===== src/rtl/cpu8af_pkg.sv =====
// ----------------------------------------------------------------------------
// cpu8af_pkg
// Shared types and constants of the ALU flag unit.
// ----------------------------------------------------------------------------
`default_nettype none

package cpu8af_pkg;

  // ALU operation codes; MODE_NOP is no operation and leaves the flags alone
  typedef enum logic [2:0] {
    MODE_ADD = 3'd0,
    MODE_ADC = 3'd1,
    MODE_SUB = 3'd2,
    MODE_SBB = 3'd3,
    MODE_AND = 3'd4,
    MODE_XOR = 3'd5,
    MODE_CMP = 3'd6,
    MODE_NOP = 3'd7
  } alu_mode_e;

  // Flag bit positions in the flag byte
  localparam int unsigned FlagC  = 0;
  localparam int unsigned FlagP  = 2;
  localparam int unsigned FlagAc = 4;
  localparam int unsigned FlagZ  = 6;
  localparam int unsigned FlagS  = 7;

  localparam logic [7:0] ByteZero = 8'h00;

  // One registered operation
  typedef struct packed {
    logic [2:0] mode;
    logic [7:0] acc;
    logic [7:0] operand;
    logic [8:0] alu_result;
    logic       borrow_in;
  } alu_req_t;

endpackage

`default_nettype wire


===== src/rtl/cpu8af_flag_calc.sv =====
// ----------------------------------------------------------------------------
// cpu8af_flag_calc
// Next flag byte from one registered operation and the current flag byte.
// ----------------------------------------------------------------------------
`default_nettype none

module cpu8af_flag_calc (
  input  cpu8af_pkg::alu_req_t req_i,
  input  logic [7:0]           flag_i,
  output logic [7:0]           flag_o
);

  logic       carry_in;
  logic [4:0] nib_sum;
  logic       ac_add;
  logic       ac_sub;
  logic       c_sub;
  logic       c_sbb;
  logic [7:0] diff;
  logic [7:0] zsp_src;

  // Aux carry of add with carry uses the carry held before this operation
  assign carry_in = (req_i.mode == cpu8af_pkg::MODE_ADC) ? flag_i[cpu8af_pkg::FlagC] : 1'b0;
  assign nib_sum  = {1'b0, req_i.acc[3:0]} + {1'b0, req_i.operand[3:0]} + {4'b0, carry_in};
  assign ac_add   = nib_sum[4];
  assign ac_sub   = req_i.acc[3:0] < req_i.operand[3:0];
  assign c_sub    = req_i.acc < req_i.operand;
  assign c_sbb    = {1'b0, req_i.acc} < ({1'b0, req_i.operand} + {8'b0, req_i.borrow_in});
  assign diff     = req_i.acc - req_i.operand;
  assign zsp_src  = (req_i.mode == cpu8af_pkg::MODE_CMP) ? diff : req_i.alu_result[7:0];

  always_comb begin
    flag_o = flag_i;
    unique case (req_i.mode)
      cpu8af_pkg::MODE_ADD,
      cpu8af_pkg::MODE_ADC: begin
        flag_o[cpu8af_pkg::FlagC]  = req_i.alu_result[8];
        flag_o[cpu8af_pkg::FlagAc] = ac_add;
      end
      cpu8af_pkg::MODE_SUB,
      cpu8af_pkg::MODE_CMP: begin
        flag_o[cpu8af_pkg::FlagC]  = c_sub;
        flag_o[cpu8af_pkg::FlagAc] = ac_sub;
      end
      cpu8af_pkg::MODE_SBB: begin
        flag_o[cpu8af_pkg::FlagC]  = c_sbb;
        flag_o[cpu8af_pkg::FlagAc] = ac_sub;
      end
      cpu8af_pkg::MODE_AND: begin
        flag_o[cpu8af_pkg::FlagC]  = 1'b0;
        flag_o[cpu8af_pkg::FlagAc] = 1'b1;
      end
      cpu8af_pkg::MODE_XOR: begin
        flag_o[cpu8af_pkg::FlagAc] = 1'b1;
      end
      default: begin
        flag_o = flag_i;
      end
    endcase
    // Zero, sign and parity follow every defined operation
    if (req_i.mode != cpu8af_pkg::MODE_NOP) begin
      flag_o[cpu8af_pkg::FlagZ] = (zsp_src == cpu8af_pkg::ByteZero);
      flag_o[cpu8af_pkg::FlagS] = zsp_src[7];
      flag_o[cpu8af_pkg::FlagP] = ~(^zsp_src);
    end
  end

endmodule

`default_nettype wire


===== src/rtl/cpu8_alu_flag_unit_top.sv =====
// ----------------------------------------------------------------------------
// cpu8_alu_flag_unit_top
// Flag byte update unit for an 8-bit processor ALU.
// ----------------------------------------------------------------------------
// Usage:
//   Input channel (in_valid_i / in_stall_o) carries one ALU operation per
//   transaction: mode, accumulator, operand, 9-bit ALU result, borrow.
//   Output channel (out_valid_o / out_stall_i) returns the updated flag byte,
//   one transaction per input transaction, in order.
//   Data path: an accepted operation is registered, then the next flag byte is
//   computed from it and the held flag byte and loaded into the flag register,
//   which drives flag_byte_o.
//   Throughput: one operation per cycle while the output is not stalled; the
//   flag register feedback is the only loop.
//   Reset: the flag byte clears to zero and both stages empty.
//   Stall: a stalled result holds in the flag register; one more operation
//   waits in the input register, then in_stall_o rises until the output drains.
// ----------------------------------------------------------------------------
`default_nettype none

module cpu8_alu_flag_unit_top (
  input  logic       clk_i,
  input  logic       rst_ni,
  input  logic       in_valid_i,
  output logic       in_stall_o,
  input  logic [2:0] mode_i,
  input  logic [7:0] acc_i,
  input  logic [7:0] operand_i,
  input  logic [8:0] alu_result_i,
  input  logic       borrow_in_i,
  output logic       out_valid_o,
  input  logic       out_stall_i,
  output logic [7:0] flag_byte_o
);

  cpu8af_pkg::alu_req_t req_q, req_d;
  logic                 req_valid_q, req_valid_d;
  logic                 out_valid_q, out_valid_d;
  logic [7:0]           flag_q, flag_d, flag_next;
  logic                 advance;
  logic                 in_accept;

  // Move the registered operation forward when the result slot is free
  assign advance    = req_valid_q && (!out_valid_q || !out_stall_i);
  assign in_stall_o = req_valid_q && !advance;
  assign in_accept  = in_valid_i && !in_stall_o;

  cpu8af_flag_calc u_flag_calc (
    .req_i  (req_q),
    .flag_i (flag_q),
    .flag_o (flag_next)
  );

  always_comb begin
    req_d       = req_q;
    req_valid_d = req_valid_q;
    if (in_accept) begin
      req_d.mode       = mode_i;
      req_d.acc        = acc_i;
      req_d.operand    = operand_i;
      req_d.alu_result = alu_result_i;
      req_d.borrow_in  = borrow_in_i;
      req_valid_d      = 1'b1;
    end else if (advance) begin
      req_valid_d = 1'b0;
    end
  end

  // Flag register doubles as the output data register
  always_comb begin
    flag_d      = flag_q;
    out_valid_d = out_valid_q && out_stall_i;
    if (advance) begin
      flag_d      = flag_next;
      out_valid_d = 1'b1;
    end
  end

  always_ff @(posedge clk_i or negedge rst_ni) begin
    if (!rst_ni) begin
      req_valid_q <= 1'b0;
      out_valid_q <= 1'b0;
      flag_q      <= cpu8af_pkg::ByteZero;
    end else begin
      req_valid_q <= req_valid_d;
      out_valid_q <= out_valid_d;
      flag_q      <= flag_d;
    end
  end

  // Payload only; no reset needed
  always_ff @(posedge clk_i) begin
    req_q <= req_d;
  end

  assign out_valid_o = out_valid_q;
  assign flag_byte_o = flag_q;

endmodule

`default_nettype wire


===== config.mk =====
export PLATFORM = sky130hd
export DESIGN_NAME = cpu8_alu_flag_unit_top
export DESIGN_NICKNAME = d
export VERILOG_FILES = /design/src/rtl/cpu8af_pkg.sv /design/src/rtl/cpu8af_flag_calc.sv /design/src/rtl/cpu8_alu_flag_unit_top.sv
export SDC_FILE = /design/constraint.sdc
export NUM_CORES = 1
export LEC_CHECK = 0
export ABC_AREA = 1
export BUFFER_PORTS_ARGS = -buffer_cell sky130_fd_sc_hd__buf_2
export CAP_MARGIN = 20
export CORE_ASPECT_RATIO = 1.75
export CORE_MARGIN = 2
export CORE_UTILIZATION = 45
export DETAILED_ROUTE_END_ITERATION = 10
export GPL_TIMING_DRIVEN = 0
export PLACE_DENSITY = 0.77
export RECOVER_POWER = 100
export SLEW_MARGIN = 10
export SYNTH_ARGS = -nofsm -noshare
export SYNTH_HDL_FRONTEND = slang
export SYNTH_SLANG_ARGS = --single-unit

===== constraint.sdc =====
create_clock -name clk_i -period 6.75 [get_ports clk_i]
set_input_delay 1.35 -clock clk_i [delete_from_list [all_inputs] [get_ports clk_i]]
set_output_delay 1.35 -clock clk_i [all_outputs]
set_load 0.01 [all_outputs]

Word level (Yosys, flattened, before mapping). Cells that the tools add are included.

Register bits: 36. Input port bits: 33. Output and inout bits: 10. Word-level logic and storage cells: 54.

Add/sub/neg operators: 4. $lt $le $gt $ge: 3. Eq/ne operators: 7. Mux-type cells: 7. Bitwise logic cells: 1. Reductions and logical operators: 22.

Operators with widths (count): adder 8 x 1 -> 9 bit (1); equality test 3 bit (second input constant) (3); less-than comparator 8 x 9 -> 1 bit (1); logical NOT 8 bit (1); less-than comparator 8 bit (1); two-way mux 8 bit (1); XOR reduction 8 bit (1); subtractor 8 bit (1); equality test 3 x 2 -> 1 bit (second input constant) (2); AND reduction 2 bit (3); OR reduction 2 bit (3); adder 4 x 4 -> 5 bit (1); adder 5 x 1 -> 5 bit (1); logical AND 1 bit (4); logical NOT 1 bit (4); less-than comparator 4 bit (1); two-way mux 1 bit (4); one-hot mux 1 bit (4 select lines) (1); nonzero test 4 bit (1); equality test 3 x 1 -> 1 bit (second input constant) (1); logical NOT 3 bit (1); != test 3 bit (second input constant) (1); one-hot mux 1 bit (3 select lines) (1); nonzero test 3 bit (1); other kinds (4) (4).

Depth between registers and ports, before layout.
Word-level depth: 8. Mapped depth: 16. Gate-level depth less buffers: 16.

Modules after synthesis. From an unflattened synthesis, not the netlist that was laid out.

Cells, all modules: 266. Area total of the unflattened synthesis: 2446.1 um^2.

Modules (own cells, without submodules): cpu8_alu_flag_unit_top (times used 1, cells an instance 73, area each 1297.5 um^2, seq. area each 1121.1 um^2); cpu8af_flag_calc (times used 1, cells an instance 193, area each 1148.6 um^2, seq. area each 0.0 um^2).

Least setup slack after synthesis. Ideal clock, no wire load.

Path kind: input -> output. From: input out_stall_i. To: output in_stall_o. Arrival time: 1.606 ns. Data required time: 5.400 ns. Setup slack: 3.794 ns. Stages: 2. Buffers on the path: 0. Cells stage by stage: nand2_1 -> nor2_1.

Longest elaborated chain between the ends: 5.

RTL lines: from (decl) (RTL line cpu8_alu_flag_unit_top.sv:32) `input logic out_stall_i,`; logical NOT 1 bit (RTL line cpu8_alu_flag_unit_top.sv:44) `assign advance = req_valid_q && (!out_valid_q || !out_stall_i);`; logical OR 1 bit (RTL line cpu8_alu_flag_unit_top.sv:44); logical AND 1 bit (RTL line cpu8_alu_flag_unit_top.sv:44); logical NOT 1 bit (RTL line cpu8_alu_flag_unit_top.sv:45) `assign in_stall_o = req_valid_q && !advance;`; logical AND 1 bit (RTL line cpu8_alu_flag_unit_top.sv:45); to (decl) (RTL line cpu8_alu_flag_unit_top.sv:25) `output logic in_stall_o,`.

Every way passes these cells.

Worst setup path in the final report. Ends and elaborated chain as after synthesis.

==> metrics.cfg <==
[status]
status = finished, final reports clean

[timing]
finClkSkew_ps = 9.52
finalHoldViolations = 0
period_minus_slack_ps = 3130
finalMaxSlewViolations = 0
slew_headroom_pct = 24.8
finalSetupViolCount = 0
setup_tns_ps = 0
worst_slew_pin_slew_ps = 1130
timing.final.ws_setup_ps = 3620
max_freq_mhz = 320
final.period_utilization_pct = 46.3
grt_setup_unrepaired = false

[place]
dpl_cell_area_sq_mm = 0.00252
dp_hpwl_mm = 3.19
place.gp.congestion = 0.894
io_buffers = 39
preCtsSetupSlack_ps = 3650

[grt]
grt_pass1_vias = 1626
grt_start_max_net_pins = 30
grt-ovfl-total = 0
antenna_found_initial = 0
grt_pass1_wl_mm = 6.73
track_usage_pct = 15.7

[yosys]
synth_area_leader_cell = edfxtp_1
ys_top_cells_by_area = edfxtp_1, ha_1, nand2_1, dfrtp_1, inv_1
ys.flop_type = edfxtp_1
async_flop_share_pct = 19.4
synth_edf_count = 29
yosysUniqueCellTypes = 27
synth_seq_cells = 36
netlist_instances = 241
ys_warn_count = 0
avgSynthCellArea_sq_um = 9.35
synth_top_area_share_pct = 38.6
synth_seq_area_share_pct = 46.4
syn_area_sq_mm = 0.00225

[final_layout]
nets = 350
fin_util_pct = 53.1
drive_gt1_share_pct = 18.6
multi_input_comb_area_sq_mm = 0.00103
fin_area_sq_mm = 0.00260
area_delta_synth_final_pct = 15.3
diodes = 0
fill_cells = 434
seq_area_sq_mm = 0.00105

[clocking]
cts_buffer_depth = 2
post_cts_buffers = 0
htree_levels = 2
path_clk_slew_ps = 70
ctsResizeCount = 0
numCtsBuffers = 5
cts_tree = yes
cts-root-buf = clkbuf_8
cts_hold_buf = 0
cts.sinks = 36
clk_latency_ps = 290

[power]
clkPwrFrac_pct = 25.8
leakagePower_nw = 1.28
power.net_switching_w = 0.000172
share_comb_of_total_power_pct = 24.3
p_per_area_mw_per_mm2 = 218
power_frac_seq_pct = 49.9
ir_drop_mv = 0.143
swShare_pct = 30.3
internal_power_w = 0.000395

[run]
cap_viol_max_count = 0

[worst_setup_path]
cp.required_ps = 5400
cp_max_fo = 3
end_kind = output port
worstPathArrival_ps = 1780
crit_path_start_kind = primary input
path_class = in2out

[hold_path]
hold_class = reg2reg

[die]
io_pins = 43
chipHeight_microns = 97.6
die_x_microns = 57.5
die_area_sq_mm = 0.00561
std_cell_rows = 34
initial_utilization_pct = 46.1
core_area_sq_mm = 0.00489

[drt]
drc = 0
vias = 1651
wl_per_cell_microns = 11.4
totalWireLength_mm = 3.93
ant_nets = 0
drt_first_pass_iters = 4
via_per_inst = 4.79
drtIter0Drc = 31

-- layer usage --
layer  part of all wire, %  GRT usage [%]  vias up
met2                    57           29.8       29
met1                    36           15.2      732
met5                     0              0        -
met3                   3.0           2.40       11
met4                   3.8           8.41        0
li1                      -              -      879
-- power by group through the flow --
stage | clock network, W | registers (W) | logic (W)
after detailed placement | 0 | 0.000287 | 0.000140
after global placement | 0 | 0.000287 | 0.000137
after CTS | 0.000150 | 0.000282 | 0.000141
final | 0.000146 | 0.000283 | 0.000138
after floorplan | 0 | 0.000288 | 0.0000957
after global routing | 0.000159 | 0.000285 | 0.000160
-- area by class of cell --
type	instances	area share, %
multi-input combinational	164	39.7
tap	54	2.60
timing repair buffer	40	7.27
sequential	36	40.3
buffer	4	1.16
inverter	39	5.64
clock buffer	5	2.65
clock inverter	3	0.723
-- registers in the layout, summed over array words and instances, names as in the netlist --
register and flops:
flag_byte_o 5, out_valid_o 1, req_q 29, req_valid_q 1
-- metrics by stage --
step / std cells / total power, W / hold slack, ps
final: 345 / 0.000566 / 485
after global placement: 336 / 0.000424 / 458
after CTS: 344 / 0.000574 / 488
after floorplan: 243 / 0.000383 / 448
after detailed placement: 336 / 0.000428 / 471
after global routing: 345 / 0.000604 / 520
-- final timing paths --
| path | from | end | slack (ps) | depth (start not counted) |
|---|---|---|---|---|
| worst max-delay path | out_stall_i | in_stall_o | 3620 | 4 |
| worst min-delay path | req_valid_q$_DFFE_PN0P_ | out_valid_o$_DFF_PN0_ | 480 | 2 |
| worst max register to register | req_q[10]$_DFFE_PP_ | flag_byte_o[2]$_DFFE_PN0P_ | 4080 | 13 |
| worst min register to register | req_valid_q$_DFFE_PN0P_ | out_valid_o$_DFF_PN0_ | 480 | 2 |
| max in group asynchronous | rst_ni | req_valid_q$_DFFE_PN0P_ | 5550 | 1 |
| min in group asynchronous | rst_ni | flag_byte_o[6]$_DFFE_PN0P_ | 940 | 1 |
-- logic make-up (layout without fill, tap and decap cells) --
family	after synthesis	in the layout	share of synthesized area, %
XOR/XNOR	12	12	4.66
AND/OR/NAND/NOR	95	95	18.5
flip-flops	36	36	46.4
other	1	3	0.166
AO/OA/AOI/OAI	27	27	7.05
adder cells (fa/ha/maj)	27	27	15.3
buffers and inverters	43	91	7.83
-- cells in the final DEF, fill, tap and decap left out, types with 4 or more instances in the layout --
master,n
a21oi_1,8
buf_2,31
buf_4,4
clkbuf_1,9
clkbuf_8,5
dfrtp_1,7
edfxtp_1,29
ha_1,26
inv_1,38
nand2_1,54
nand3_1,14
nor2_1,15
o21ai_0,11
xor2_1,9
-- synthesized netlist by cell type (2+ instances only) --
master	instances
nand3_1	14
o21ai_0	10
nor2_2	2
nor2_1	14
a21o_1	2
a21oi_1	8
nand2_2	2
nand2_1	54
buf_4	4
nand4_1	3
inv_1	38
xnor2_1	3
o21ai_2	3
dfrtp_1	7
nor3_1	2
xor2_1	9
ha_1	26
edfxtp_1	29
o21bai_1	2
nor2_4	2
-- worst max-delay path: stages --
cell	delay, ps
buf_2	70
nand2_1	70
nor2_1	120
clkbuf_1	170
Power figures use the tool's default switching activity.
